$ cat src/rtl/core/assert_macros.svh
// Assertion shorthands for the fuzzy name scorer.
// Define ASSERT_OFF to compile the checks away.
`ifndef ASSERT_MACROS_SVH
`define ASSERT_MACROS_SVH

`ifndef ASSERT_OFF

// Same-cycle implication, quiet during reset.
`define FNMS_ASSERT_IMP(lbl, clk_s, rstn_s, ante, cons) \
	lbl: assert property (@(posedge clk_s) disable iff (!rstn_s) (ante) |-> (cons)) \
		else $error("fnms assertion failed");

// Next-cycle implication, quiet during reset.
`define FNMS_ASSERT_NXT(lbl, clk_s, rstn_s, ante, cons) \
	lbl: assert property (@(posedge clk_s) disable iff (!rstn_s) (ante) |=> (cons)) \
		else $error("fnms assertion failed");

`else

`define FNMS_ASSERT_IMP(lbl, clk_s, rstn_s, ante, cons)
`define FNMS_ASSERT_NXT(lbl, clk_s, rstn_s, ante, cons)

`endif

`endif

$ cat src/rtl/core/fnms_pkg.sv
package fnms_pkg;

	// Field and register widths
	localparam int CHAR_W     = 8;
	localparam int SCORE_W    = 10;
	localparam int FUZZY_W    = 8;
	localparam int POS_W      = 5;
	localparam int BONUS_W    = 5;
	localparam int CFG_IDX_W  = 2;
	localparam int CFG_DATA_W = 64;
	localparam int CHARS_PER_REG = CFG_DATA_W / CHAR_W;

	// Query storage limit and default chain length
	localparam int PAT_CHARS       = 16;
	localparam int MAX_PATTERN_DEF = 16;

	// Scoring constants
	localparam logic [BONUS_W-1:0] BONUS_BASE  = 5'd1;
	localparam logic [BONUS_W-1:0] BONUS_START = 5'd15;
	localparam logic [BONUS_W-1:0] BONUS_WORD  = 5'd10;
	localparam logic [BONUS_W-1:0] BONUS_RUN   = 5'd5;
	localparam logic [SCORE_W-1:0] BONUS_PREFIX = 10'd50;
	localparam logic [SCORE_W-1:0] SCORE_EQUAL  = 10'd1000;
	localparam logic [POS_W-1:0]   POS_LIMIT    = 5'd31;
	localparam logic [CHAR_W-1:0]  WORD_JOIN    = 8'h5F;

	// Configuration register indexes
	typedef enum logic [CFG_IDX_W-1:0] {
		REG_PAT_LO  = 2'd0,
		REG_PAT_HI  = 2'd1,
		REG_PAT_LEN = 2'd2
	} cfg_reg_t;

	// Channel payloads
	typedef struct packed {
		logic [CHAR_W-1:0] name_byte;
		logic              last_byte;
	} name_item_t;

	typedef struct packed {
		logic [SCORE_W-1:0] match_score;
		logic               included;
	} score_item_t;

	// Per-cell status toward the scorer
	typedef struct packed {
		logic tok;
		logic sv;
		logic active;
		logic hit;
		logic armed_next;
		logic tail_hit;
		logic pfx_fail;
	} cell_stat_t;

	// Chain-wide summary for one byte
	typedef struct packed {
		logic active;
		logic hit;
		logic armed_next;
		logic tail_hit;
		logic pfx_fail;
	} chain_sum_t;

	// Fold ASCII upper case to lower case
	function automatic logic [CHAR_W-1:0] fold(input logic [CHAR_W-1:0] c);
		logic [CHAR_W-1:0] r;
		r = c;
		if (c >= 8'h41 && c <= 8'h5A)
			r = c + 8'd32;
		return r;
	endfunction

	// Anything but a-z, 0-9 and underscore breaks a word
	function automatic logic is_sep(input logic [CHAR_W-1:0] c);
		logic word;
		word = (c >= 8'h61 && c <= 8'h7A) || (c >= 8'h30 && c <= 8'h39) || (c == WORD_JOIN);
		return ~word;
	endfunction

endpackage

$ cat src/rtl/core/fnms_cell.sv
module fnms_cell #(
	parameter int IDX = 0
) (
	input  logic                                clk,
	input  logic                                arst_n,
	input  logic                                step,
	input  logic                                clear,
	input  logic                                wr_en,
	input  logic [fnms_pkg::CHAR_W-1:0]         wr_char,
	input  logic [fnms_pkg::CHAR_W-1:0]         cur_char,
	input  logic [fnms_pkg::POS_W-1:0]          len,
	input  logic [fnms_pkg::POS_W-1:0]          pos,
	input  logic                                tok_in,
	input  logic                                sv_in,
	output fnms_pkg::cell_stat_t                stat
);
	import fnms_pkg::*;

	localparam logic [POS_W-1:0] MY_IDX   = POS_W'(IDX);
	localparam logic [POS_W-1:0] MY_NEXT  = POS_W'(IDX + 1);
	localparam logic             TOK_INIT = (IDX == 0);

	logic [CHAR_W-1:0] char_q;
	logic              tok_q;
	logic              sv_q;
	logic              in_use;
	logic              eq;
	logic              hit;
	logic              tok_nx;
	logic              sv_nx;

	// Compare this cell's query character with the current byte
	assign in_use = MY_IDX < len;
	assign eq     = cur_char == char_q;
	assign hit    = tok_q & in_use & eq;

	// Pass the greedy token on a hit, take it from the left neighbor
	assign tok_nx = (tok_q & ~hit) | tok_in;

	// Shift-and bit; hold while the query is empty
	always_comb begin
		if (len == '0)
			sv_nx = sv_q;
		else
			sv_nx = sv_in & eq & in_use;
	end

	always_comb begin
		stat.tok        = tok_q;
		stat.sv         = sv_q;
		stat.active     = tok_q & in_use;
		stat.hit        = hit;
		stat.armed_next = tok_nx & in_use;
		stat.tail_hit   = sv_nx & (MY_NEXT == len);
		stat.pfx_fail   = in_use & (pos == MY_IDX) & ~eq;
	end

	// Hold query character, token and shift-and bit
	always_ff @(posedge clk or negedge arst_n) begin
		if (!arst_n) begin
			char_q <= '0;
			tok_q  <= TOK_INIT;
			sv_q   <= 1'b0;
		end else begin
			if (wr_en)
				char_q <= wr_char;
			if (clear) begin
				tok_q <= TOK_INIT;
				sv_q  <= 1'b0;
			end else if (step) begin
				tok_q <= tok_nx;
				sv_q  <= sv_nx;
			end
		end
	end

endmodule

$ cat src/rtl/core/fnms_score.sv
module fnms_score (
	input  logic                        clk,
	input  logic                        arst_n,
	input  logic                        step,
	input  logic                        last,
	input  logic [fnms_pkg::POS_W-1:0]  len,
	input  logic                        sep,
	input  fnms_pkg::chain_sum_t        sum,
	output logic [fnms_pkg::POS_W-1:0]  pos,
	output fnms_pkg::score_item_t       result
);
	import fnms_pkg::*;

	logic [FUZZY_W-1:0] fuzzy_q;
	logic               prev_m_q;
	logic               prev_s_q;
	logic               seen_q;
	logic               pfx_q;
	logic [POS_W-1:0]   pos_q;

	logic [BONUS_W-1:0] add;
	logic [FUZZY_W:0]   fz_sum;
	logic [FUZZY_W-1:0] fz_nx;
	logic               pm_nx;
	logic               ps_nx;
	logic               seen_nx;
	logic               pfx_nx;
	logic [POS_W-1:0]   pos_nx;
	logic               is_pfx;
	logic               is_eq;

	assign pos = pos_q;

	// Pick the bonus for a greedy hit
	always_comb begin
		priority if (pos_q == '0)
			add = BONUS_BASE + BONUS_START;
		else if (prev_s_q)
			add = BONUS_BASE + BONUS_WORD;
		else if (prev_m_q)
			add = BONUS_BASE + BONUS_RUN;
		else
			add = BONUS_BASE;
	end

	// Accumulate with saturation, advance the per-name flags
	always_comb begin
		fz_sum  = {1'b0, fuzzy_q} + (FUZZY_W + 1)'(add);
		fz_nx   = sum.hit ? (fz_sum[FUZZY_W] ? '1 : fz_sum[FUZZY_W-1:0]) : fuzzy_q;
		pm_nx   = sum.active ? sum.hit : prev_m_q;
		ps_nx   = sum.active ? sep : prev_s_q;
		seen_nx = seen_q | sum.tail_hit;
		pfx_nx  = pfx_q & ~sum.pfx_fail;
		pos_nx  = (pos_q == POS_LIMIT) ? pos_q : pos_q + 1'b1;
		is_pfx  = pfx_nx && (pos_nx >= len);
		is_eq   = pfx_nx && (pos_nx == len);
	end

	// Form the result of a name ending on this byte
	always_comb begin
		priority if (len == '0) begin
			result.match_score = '0;
			result.included    = 1'b1;
		end else if (seen_nx) begin
			result.included = 1'b1;
			if (is_eq)
				result.match_score = SCORE_EQUAL;
			else
				result.match_score = {{(SCORE_W - FUZZY_W){1'b0}}, fz_nx}
					+ (is_pfx ? BONUS_PREFIX : '0);
		end else if (!sum.armed_next) begin
			result.match_score = {{(SCORE_W - FUZZY_W){1'b0}}, fz_nx};
			result.included    = 1'b1;
		end else begin
			result.match_score = '0;
			result.included    = 1'b0;
		end
	end

	// Advance per-name state, clear it after the last byte
	always_ff @(posedge clk or negedge arst_n) begin
		if (!arst_n) begin
			fuzzy_q  <= '0;
			prev_m_q <= 1'b0;
			prev_s_q <= 1'b1;
			seen_q   <= 1'b0;
			pfx_q    <= 1'b1;
			pos_q    <= '0;
		end else if (step) begin
			if (last) begin
				fuzzy_q  <= '0;
				prev_m_q <= 1'b0;
				prev_s_q <= 1'b1;
				seen_q   <= 1'b0;
				pfx_q    <= 1'b1;
				pos_q    <= '0;
			end else begin
				fuzzy_q  <= fz_nx;
				prev_m_q <= pm_nx;
				prev_s_q <= ps_nx;
				seen_q   <= seen_nx;
				pfx_q    <= pfx_nx;
				pos_q    <= pos_nx;
			end
		end
	end

endmodule

$ cat src/rtl/core/fuzzy_name_match_scorer_top.sv
// Channel   Direction  Handshake              Payload
// name      in         name_valid/name_stall  name_item (name_byte, last_byte)
// score     out        score_valid/score_stall score_item (match_score, included)
// cfg       in         cfg_valid/cfg_ready    cfg_index, cfg_data
//
// One name byte per cycle while the input is not stalled; every cell of the chain updates in the byte's cycle.
// A score appears in the output register in the cycle after the last byte's transfer.
// arst_n clears the query to empty and the per-name state to its start values.
// Input stalls only while a held score is itself stalled; cfg is always ready.

`include "assert_macros.svh"

module fuzzy_name_match_scorer_top #(
	parameter int MAX_PATTERN = fnms_pkg::MAX_PATTERN_DEF
) (
	input  logic                                  clk,
	input  logic                                  arst_n,
	input  logic                                  name_valid,
	output logic                                  name_stall,
	input  fnms_pkg::name_item_t                  name_item,
	output logic                                  score_valid,
	input  logic                                  score_stall,
	output fnms_pkg::score_item_t                 score_item,
	input  logic                                  cfg_valid,
	output logic                                  cfg_ready,
	input  logic [fnms_pkg::CFG_IDX_W-1:0]        cfg_index,
	input  logic [fnms_pkg::CFG_DATA_W-1:0]       cfg_data
);
	import fnms_pkg::*;

	localparam int NCELL = (MAX_PATTERN < PAT_CHARS) ? MAX_PATTERN : PAT_CHARS;

	logic [POS_W-1:0]  len_raw_q;
	logic [POS_W-1:0]  eff_len;
	logic              cfg_we;
	logic              lo_we;
	logic              hi_we;
	logic              step;
	logic              last;
	logic [CHAR_W-1:0] cur_char;
	logic              sep;
	logic [POS_W-1:0]  pos;

	cell_stat_t        stat   [NCELL];
	logic [NCELL-1:0]  wr_v;
	logic [NCELL-1:0]  tok_v;
	logic [NCELL-1:0]  sv_v;
	logic [NCELL-1:0]  hit_v;
	logic [NCELL-1:0]  act_v;
	logic [NCELL-1:0]  arm_v;
	logic [NCELL-1:0]  tail_v;
	logic [NCELL-1:0]  fail_v;
	logic [NCELL-1:0]  tok_in_v;
	logic [NCELL-1:0]  sv_in_v;
	chain_sum_t        sum;
	score_item_t       result;

	logic              score_valid_q;
	score_item_t       score_item_q;

	// Decode configuration writes
	assign cfg_ready = 1'b1;
	assign cfg_we    = cfg_valid & cfg_ready;
	assign lo_we     = cfg_we && (cfg_index == REG_PAT_LO);
	assign hi_we     = cfg_we && (cfg_index == REG_PAT_HI);

	always_ff @(posedge clk or negedge arst_n) begin
		if (!arst_n)
			len_raw_q <= '0;
		else if (cfg_we && (cfg_index == REG_PAT_LEN))
			len_raw_q <= cfg_data[POS_W-1:0];
	end

	// Clamp the length to the chain
	assign eff_len = (len_raw_q > POS_W'(NCELL)) ? POS_W'(NCELL) : len_raw_q;

	// Accept a byte unless a finished score is held up
	assign name_stall = score_valid_q & score_stall;
	assign step       = name_valid & ~name_stall;
	assign last       = name_item.last_byte;
	assign cur_char   = fold(name_item.name_byte);
	assign sep        = is_sep(cur_char);

	// Link neighbors: token and shift-and bit move one cell right
	assign tok_in_v = hit_v << 1;
	assign sv_in_v  = (sv_v << 1) | NCELL'(1);

	for (genvar g = 0; g < NCELL; g++) begin : g_cell
		localparam int HALF = g / CHARS_PER_REG;
		localparam int BSEL = g % CHARS_PER_REG;

		assign wr_v[g] = (HALF == 0) ? lo_we : hi_we;

		fnms_cell #(
			.IDX(g)
		) u_cell (
			.clk      (clk),
			.arst_n   (arst_n),
			.step     (step),
			.clear    (step & last),
			.wr_en    (wr_v[g]),
			.wr_char  (fold(cfg_data[CHAR_W*BSEL +: CHAR_W])),
			.cur_char (cur_char),
			.len      (eff_len),
			.pos      (pos),
			.tok_in   (tok_in_v[g]),
			.sv_in    (sv_in_v[g]),
			.stat     (stat[g])
		);

		assign tok_v[g]  = stat[g].tok;
		assign sv_v[g]   = stat[g].sv;
		assign hit_v[g]  = stat[g].hit;
		assign act_v[g]  = stat[g].active;
		assign arm_v[g]  = stat[g].armed_next;
		assign tail_v[g] = stat[g].tail_hit;
		assign fail_v[g] = stat[g].pfx_fail;
	end

	// Combine the cells for the scorer
	always_comb begin
		sum.active     = |act_v;
		sum.hit        = |hit_v;
		sum.armed_next = |arm_v;
		sum.tail_hit   = |tail_v;
		sum.pfx_fail   = |fail_v;
	end

	fnms_score u_score (
		.clk    (clk),
		.arst_n (arst_n),
		.step   (step),
		.last   (last),
		.len    (eff_len),
		.sep    (sep),
		.sum    (sum),
		.pos    (pos),
		.result (result)
	);

	// Hold the score until its transfer
	always_ff @(posedge clk or negedge arst_n) begin
		if (!arst_n)
			score_valid_q <= 1'b0;
		else if (step && last)
			score_valid_q <= 1'b1;
		else if (!score_stall)
			score_valid_q <= 1'b0;
	end

	always_ff @(posedge clk) begin
		if (step && last)
			score_item_q <= result;
	end

	assign score_valid = score_valid_q;
	assign score_item  = score_item_q;

	// At most one cell matches a byte, and the greedy token sits in one cell at most
	`FNMS_ASSERT_IMP(a_one_hit, clk, arst_n, step, $onehot0(hit_v))
	`FNMS_ASSERT_IMP(a_one_tok, clk, arst_n, 1'b1, $onehot0(tok_v))
	// A held, stalled score blocks the input
	`FNMS_ASSERT_IMP(a_hold_in, clk, arst_n, score_valid_q && score_stall, name_stall)
	// A last byte always yields a score next cycle
	`FNMS_ASSERT_NXT(a_last_out, clk, arst_n, step && last, score_valid_q)

endmodule

$ cat config.mk
export PLATFORM = sky130hd
export DESIGN_NAME = fuzzy_name_match_scorer_top
export DESIGN_NICKNAME = d
export VERILOG_FILES = /design/src/rtl/core/fnms_pkg.sv /design/src/rtl/core/fnms_cell.sv /design/src/rtl/core/fnms_score.sv /design/src/rtl/core/fuzzy_name_match_scorer_top.sv
export VERILOG_INCLUDE_DIRS = /design/src /design/src/rtl/core
export SDC_FILE = /design/constraint.sdc
export NUM_CORES = 1
export LEC_CHECK = 0
export BUFFER_PORTS_ARGS = -buffer_cell sky130_fd_sc_hd__buf_2
export CAP_MARGIN = 5
export CORE_MARGIN = 4
export CORE_UTILIZATION = 60
export CTS_BUF_LIST = sky130_fd_sc_hd__clkbuf_8
export DETAILED_ROUTE_END_ITERATION = 10
export PLACE_DENSITY_LB_ADDON = 0.1
export REMOVE_ABC_BUFFERS = 1
export SLEW_MARGIN = 40
export SYNTH_ARGS = -nofsm -noshare
export SYNTH_HDL_FRONTEND = slang
export SYNTH_SLANG_ARGS = --single-unit
$ cat constraint.sdc
create_clock -name clk -period 4.7 [get_ports clk]
set_input_delay 0 -clock clk [delete_from_list [all_inputs] [get_ports clk]]
set_output_delay 0 -clock clk [all_outputs]
set_load 0.01 [all_outputs]
* After elaboration in Yosys (flattened, before gate mapping)
Cells that the tools add are included.
** Operators by class
- Add/sub/neg operators :: 12
- $lt $le $gt $ge :: 40
- Equality and inequality tests :: 53
- Muxes and demuxes :: 110
- Bitwise operators :: 198
- Reduce and logical (&&, ||, !) cells :: 31
** Operators by type and width (number)
- AND 1 bit :: 147
- == test 8 bit :: 16
- 2-to-1 mux 8 bit :: 12
- 2-to-1 mux 1 bit :: 88
- greater-or-equal comparator 8 x 7 -> 1 bit, second input constant :: 10
- less-or-equal comparator 8 x 7 -> 1 bit, second input constant :: 10
- OR reduction 16 bit :: 5
- adder 8 x 6 -> 8 bit, second input constant :: 9
- == test 4 x 5 -> 1 bit, first input constant :: 8
- == test 5 x 4 -> 1 bit, second input constant :: 8
- less-than comparator 4 x 5 -> 1 bit, first input constant :: 8
- NOT 1 bit :: 35
- 2-to-1 mux 5 bit :: 5
- == test 3 x 5 -> 1 bit, first input constant :: 4
- == test 5 x 3 -> 1 bit, second input constant :: 4
- less-than comparator 3 x 5 -> 1 bit, first input constant :: 4
- logical AND 1 bit :: 17
- bitwise OR 1 bit :: 16
- 2-to-1 mux 11 bit :: 1
- adder 8 x 10 -> 10 bit :: 1
- == test 2 x 5 -> 1 bit, first input constant :: 2
- == test 5 x 2 -> 1 bit, second input constant :: 2
- logical NOT 5 bit :: 2
- less-than comparator 1 x 5 -> 1 bit, first input constant :: 2
- other kinds (25) :: 28
** Word-level totals
- Flip-flop bits (word level) :: 194
- Output and inout port bits :: 14
- Word-level logic and storage cells :: 502

* Logic depth before layout (Yosys ltp)
- Depth after elaboration :: 14
- Gate-level depth with buffers :: 23

* By module
A second synthesis with hierarchy kept.
** Unflattened totals
- Cells, all modules :: 1203
- Area total of the unflattened synthesis :: 12492.0 um^2
** Modules (own cells, without submodules)
- fnms_score :: times used 1, cells each 192, area an instance 1614.0 um^2, seq. area each 427.9 um^2
- fuzzy_name_match_scorer_top :: times used 1, cells each 164, area an instance 1536.5 um^2, seq. area each 480.5 um^2
- fnms_cell (g_cell[13].u_cell ...) :: times used 2, cells each 54, area an instance 586.8 um^2, seq. area each 250.2 um^2
- fnms_cell (g_cell[15].u_cell ...) :: times used 2, cells each 52, area an instance 579.3 um^2, seq. area each 250.2 um^2
- fnms_cell (g_cell[4].u_cell ...) :: times used 2, cells each 52, area an instance 578.1 um^2, seq. area each 250.2 um^2
- fnms_cell (g_cell[2].u_cell) :: times used 1, cells each 55, area an instance 604.3 um^2, seq. area each 250.2 um^2
- fnms_cell (g_cell[8].u_cell) :: times used 1, cells each 54, area an instance 600.6 um^2, seq. area each 250.2 um^2
- fnms_cell (g_cell[6].u_cell) :: times used 1, cells each 53, area an instance 591.8 um^2, seq. area each 250.2 um^2
- fnms_cell (g_cell[10].u_cell) :: times used 1, cells each 53, area an instance 585.6 um^2, seq. area each 250.2 um^2
- fnms_cell (g_cell[12].u_cell) :: times used 1, cells each 54, area an instance 584.3 um^2, seq. area each 250.2 um^2
- fnms_cell (g_cell[1].u_cell) :: times used 1, cells each 52, area an instance 581.8 um^2, seq. area each 250.2 um^2
- fnms_cell (g_cell[14].u_cell) :: times used 1, cells each 51, area an instance 580.6 um^2, seq. area each 250.2 um^2
- fnms_cell (g_cell[5].u_cell) :: times used 1, cells each 54, area an instance 580.6 um^2, seq. area each 250.2 um^2
- fnms_cell (g_cell[11].u_cell) :: times used 1, cells each 52, area an instance 575.6 um^2, seq. area each 250.2 um^2
- fnms_cell (g_cell[0].u_cell) :: times used 1, cells each 53, area an instance 568.0 um^2, seq. area each 251.5 um^2

* Worst setup path before layout
No wires, ideal clock.
- Path type :: reg-to-reg
- From :: reg u_score.pos_q[0], in the netlist u_score.pos[0]
- To :: reg score_item_q, in the netlist score_item[6] (data pin)
- Arrival time :: 4.004 ns
- Required time :: 4.429 ns
- Setup slack :: 0.425 ns
- Stages on the path, launching flop included :: 22
- Path buffers :: 1
- Cell sequence :: dfrtp_1 -> inv_1 -> ha_1 -> and2_1 -> clkbuf_1 -> or2_2 -> fa_1 -> nor2b_1 -> o21ai_0 -> a21boi_0 -> or2_2 -> nand4_1 -> nand3_1 -> o21ai_0 -> inv_1 -> ha_1 -> ha_1 -> nand2_1 -> mux2i_1 -> mux2_2 -> xnor2_1 -> o221ai_1
** Between the ends
- Longest elaborated chain between the ends :: 11
** RTL lines
- start: declaration :: RTL line fnms_score.sv:19 : logic [POS_W-1:0] pos_q;
- start signal: assignment :: RTL line fnms_score.sv:103 : pos_q <= pos_nx;
- branches (longest 10 deep; another with adder 8 x 10 -> 10 bit)
- 2-to-1 mux 11 bit * :: RTL line fnms_score.sv:64 : end else if (seen_nx) begin
- end signal: assignment :: RTL line fuzzy_name_match_scorer_top.sv:153 : score_item_q <= result;
- end: declaration :: RTL line fuzzy_name_match_scorer_top.sv:59 : score_item_t score_item_q;
Every way passes the cells marked *.
A chain may end at the register's enable or synchronous reset.

* Worst setup path in the final report
- From :: reg g_cell[2].u_cell.char_q[7]
- To :: reg score_item_q, in the netlist score_item[6] (data pin)
** Between the ends
- Longest elaborated chain between the ends :: 11
** RTL lines
- start: declaration :: RTL line fnms_cell.sv:23 : logic [CHAR_W-1:0] char_q;
- start signal: assignment :: RTL line fnms_cell.sv:66 : char_q <= wr_char;
- == test 8 bit * :: RTL line fnms_cell.sv:34 : assign eq = cur_char == char_q;
- NOT 1 bit :: RTL line fnms_cell.sv:55 : stat.pfx_fail = in_use & (pos == MY_IDX) & ~eq;
- AND 1 bit :: RTL line fnms_cell.sv:55
- OR reduction 16 bit :: RTL line fuzzy_name_match_scorer_top.sv:126 : sum.pfx_fail = |fail_v;
- NOT 1 bit :: RTL line fnms_score.sv:53 : pfx_nx = pfx_q & ~sum.pfx_fail;
- AND 1 bit :: RTL line fnms_score.sv:53
- logical AND 1 bit :: RTL line fnms_score.sv:55 : is_pfx = pfx_nx && (pos_nx >= len);
- 2-to-1 mux 6 bit :: RTL line fnms_score.sv:70 : + (is_pfx ? BONUS_PREFIX : '0);
- adder 8 x 10 -> 10 bit :: RTL line fnms_score.sv:70
- 2-to-1 mux 10 bit :: RTL line fnms_score.sv:66 : if (is_eq)
- 2-to-1 mux 11 bit * :: RTL line fnms_score.sv:64
Every way passes the cells marked *; elsewhere a longest branch is shown, timed or not.

==> impl_metrics.tcl <==
set metrics [dict create \
    clock_path_buffers 2 \
    rrSetupSlack_ns 0.26 \
    area_delta_synth_final_pct 17.6 \
    numPortBuffers 92 \
    max_freq_ghz 0.225 \
    cp.required_ns 4.91 \
    period_share_pct 94.4 \
    setup_tns_ns 0 \
    arrival_ns 4.65 \
    fp.dieH_um 150 \
    place_area_mm2 0.0130 \
    p_sw_uw 1570 \
    synth_area_leaders "dfrtp_1, nand2_1, o21ai_0" \
    overflow 0 \
    wl_per_cell_um 20.1 \
    num_vias 11300 \
    slowest_stage "or4_4" \
    pwr-share-comb_pct 27.2 \
    yosysUniqueCellTypes 98 \
    nNetsFinal 1641 \
    viasPerCell 6.25 \
    yosysSeqAreaShare_pct 40.7 \
    fp.coreArea_mm2 0.0196 \
    rows 51 \
    powerDensity_mw_per_mm2 315 \
    grt_usage_pct 33.4 \
    tightest_slew_ns 0.803 \
    cap_viol_max_count 0 \
    cts_buffers 17 \
    route.detailed.drc 0 \
    min_period_ns 4.44 \
    grt_max_degree 105 \
    drv_slew 0 \
    clkPwrFrac_pct 25.9 \
    final_common_cell "nand2_1" \
    yosys.area.top_type_share_pct 37.3 \
    grt_setup_unrepaired "no" \
    fin_skew_ns 0.0159 \
    antenna_found_initial 1 \
    fp.dieArea_mm2 0.0224 \
    ios 94 \
    synthFlopType "dfrtp_1" \
    syn_area_mm2 0.0120 \
    clkSinkCount 193 \
    p_int_uw 2880 \
    critPathCaptureType "register" \
    cts_tree "yes" \
    setup_ws_ns 0.264 \
    layout_common_cells "nand2_1, dfrtp_1, o21ai_0" \
    grt_pass1_vias 11000 \
    finalInstanceArea_mm2 0.0141 \
    async_flop_share_pct 94.3 \
    worstSkewPairLatency_ns 0.48 \
    worstPathCellList "nor2b_1, a2111o_1, a2111oi_0, o211ai_1, nor2_2, o21ai_0, or4_4, nor4_4, ha_1, ha_2, nand2_1, mux2i_1, mux2_2, xnor2_1, o221ai_1" \
    ys_ff_latch 193 \
    clk_pin_slew_ns 0.11 \
    setup_viol 0 \
    grt_pass1_wl_um 59000 \
    sw_frac_of_total_pct 35.3 \
    postRouteWirelength_um 36500 \
    finalHoldViolCount 0 \
    synth_edf_count 11 \
    p_leak_uw 0.00624 \
    root_buffer "clkbuf_8" \
    ys_warn_count 0 \
    outcome "finished, final reports clean" \
    slew_headroom_pct 45.7 \
    holdCritPathClass "input pin to register" \
    drt_iter0_drc 1158 \
    htreeDepth 4 \
    avgSynthCellArea_um2 8.81 \
    worstSetupPathType "register to register" \
    fin_cells 1814 \
    drtAntennaViolNets 0 \
    seqPwrFrac_pct 46.9 \
    hpwl_um 25900 \
    ir_drop_mv 0.266 \
    fillCellCount 1482 \
    first_pass_iters 6 \
    synthCells 1364 \
    drive_above_1_share_pct 18.5 \
    critPathMaxFanout 6 \
    dieWidth_um 150 \
    crit_path_start_kind "register" \
    place_inst 1706 \
    initial_utilization_pct 61.4 \
    cpPeakStageDelay_ns 0.45 \
    gp_congestion 1.17 \
    pre_cts_slack_ns 0.108 \
    synth_area_leader_cell "dfrtp_1" \
]
==> timing repair <==
action                                  4_1_cts  5_1_grt
endpoints found under the setup margin        0        2
gates resized for setup                       0        7
endpoints found under the hold margin       212        0
hold buffers                                 71        0
setup buffers                                 0        4
==> cells by family after synthesis <==
logic type	Yosys count	synth area share, %
and+or+nand+nor	555	22.2
AOI/OAI and AO/OA	323	17.7
DFF	193	40.7
xor gates and xnor gates	111	8.09
buffers and inverters	103	3.71
muxes	52	4.82
adders and majority gates	26	2.77
other	1	0.0312
==> through the flow <==
| stage | power, uW | hold WS (ns) | util [%] |
|---|---|---|---|
| after CTS | 4430 | 0.0540 | 71.9 |
| after detailed placement | 3240 | 0.0733 | 66.1 |
| final | 4450 | 0.0763 | 72.1 |
| after global routing | 4680 | 0.0857 | 72.1 |
| after global placement | 3210 | 0.0758 | 66.1 |
| after floorplan | 2790 | -0.296 | - |
==> cells in the mapped netlist (5+ instances only) <==
library cell and instances:
nand2b_1 9, a31oi_1 7, a21boi_0 6, nand4_1 21, and3_1 15, buf_4 5
mux2i_1 5, buf_1 7, o31ai_1 19, a22o_1 5, o221ai_1 9, nor2_1 43
a21oi_1 51, a21o_1 5, or3_1 7, nor2b_1 8, o21ai_0 124, and2_1 11
inv_1 28, xnor2_1 60, o22ai_1 17, o211ai_1 6, o2111ai_1 5, or4_1 10
clkbuf_1 50, nand2_1 306, a211oi_1 12, nor4b_1 7, nor3_1 26, or2_2 10
nand3_1 40, dfrtp_1 179, xor2_1 51, buf_2 8, ha_1 25, mux2_2 47
edfxtp_1 11
==> final timing paths <==
kind / start / to / cells past startpoint
setup / recovery: g_cell[2].u_cell.char_q[7] / score_item[6] / 15
hold / removal: cfg_valid / len_raw_q[4] / 3
setup reg to reg: g_cell[2].u_cell.char_q[7] / score_item[6] / 15
hold reg to reg: g_cell[5].u_cell.char_q[3] / g_cell[5].u_cell.char_q[3] / 2
max in group asynchronous: arst_n / g_cell[5].u_cell.char_q[2] / 3
min in group asynchronous: arst_n / u_score.fuzzy_q[5] / 2
==> power by group through the flow <==
| stage | sequential (uW) | clock, uW | combinational, uW |
|---|---|---|---|
| floorplan | 2070 | 0 | 718 |
| global placement | 2110 | 0 | 1100 |
| detailed placement | 2120 | 0 | 1120 |
| CTS | 2080 | 1170 | 1180 |
| global route | 2110 | 1240 | 1320 |
| finish | 2090 | 1150 | 1210 |
==> layout make-up <==
| class | instances | area, um2 | share of cell area [%] |
|---|---|---|---|
| diodes | 1 | 2.50 | 0.0177 |
| clock buffers | 17 | 234 | 1.66 |
| clock inverters | 15 | 185 | 1.31 |
| inverters | 29 | 109 | 0.770 |
| multi-input cells | 1068 | 6710 | 47.5 |
| flip-flops and latches | 193 | 4890 | 34.6 |
| well taps | 265 | 332 | 2.35 |
| repair buffers | 226 | 1670 | 11.8 |
==> per-layer routing <==
layer	wire, um	GRT usage [%]	share of wire [%]
met5	0	0	0
met4	1560	13.2	4.3
met3	2720	5.97	7.5
met2	17100	54.1	47
met1	15100	44.8	41
==> state kept, by name, indices dropped and copies added (netlist names) <==
signal and flops:
u_score.prev_s_q 1, g_cell.u_cell.tok_q 16, u_score.seen_q 1, g_cell.u_cell.sv_q 15, u_score.pos 5, score_valid 1
u_score.prev_m_q 1, len_raw_q 5, g_cell.u_cell.char_q 128, u_score.pfx_q 1, score_item 11, u_score.fuzzy_q 8
==> critical path, delay by kind of cell, from the launching register on <==
family / cells / cell delay (ns)
mux: 2 / 0.55
fa+ha+maj: 2 / 0.46
simple gates: 5 / 1.27
flops: 1 / 0.43
xor+xnor: 1 / 0.15
compound gates: 5 / 1.31
(Power assumes the default switching activity.)
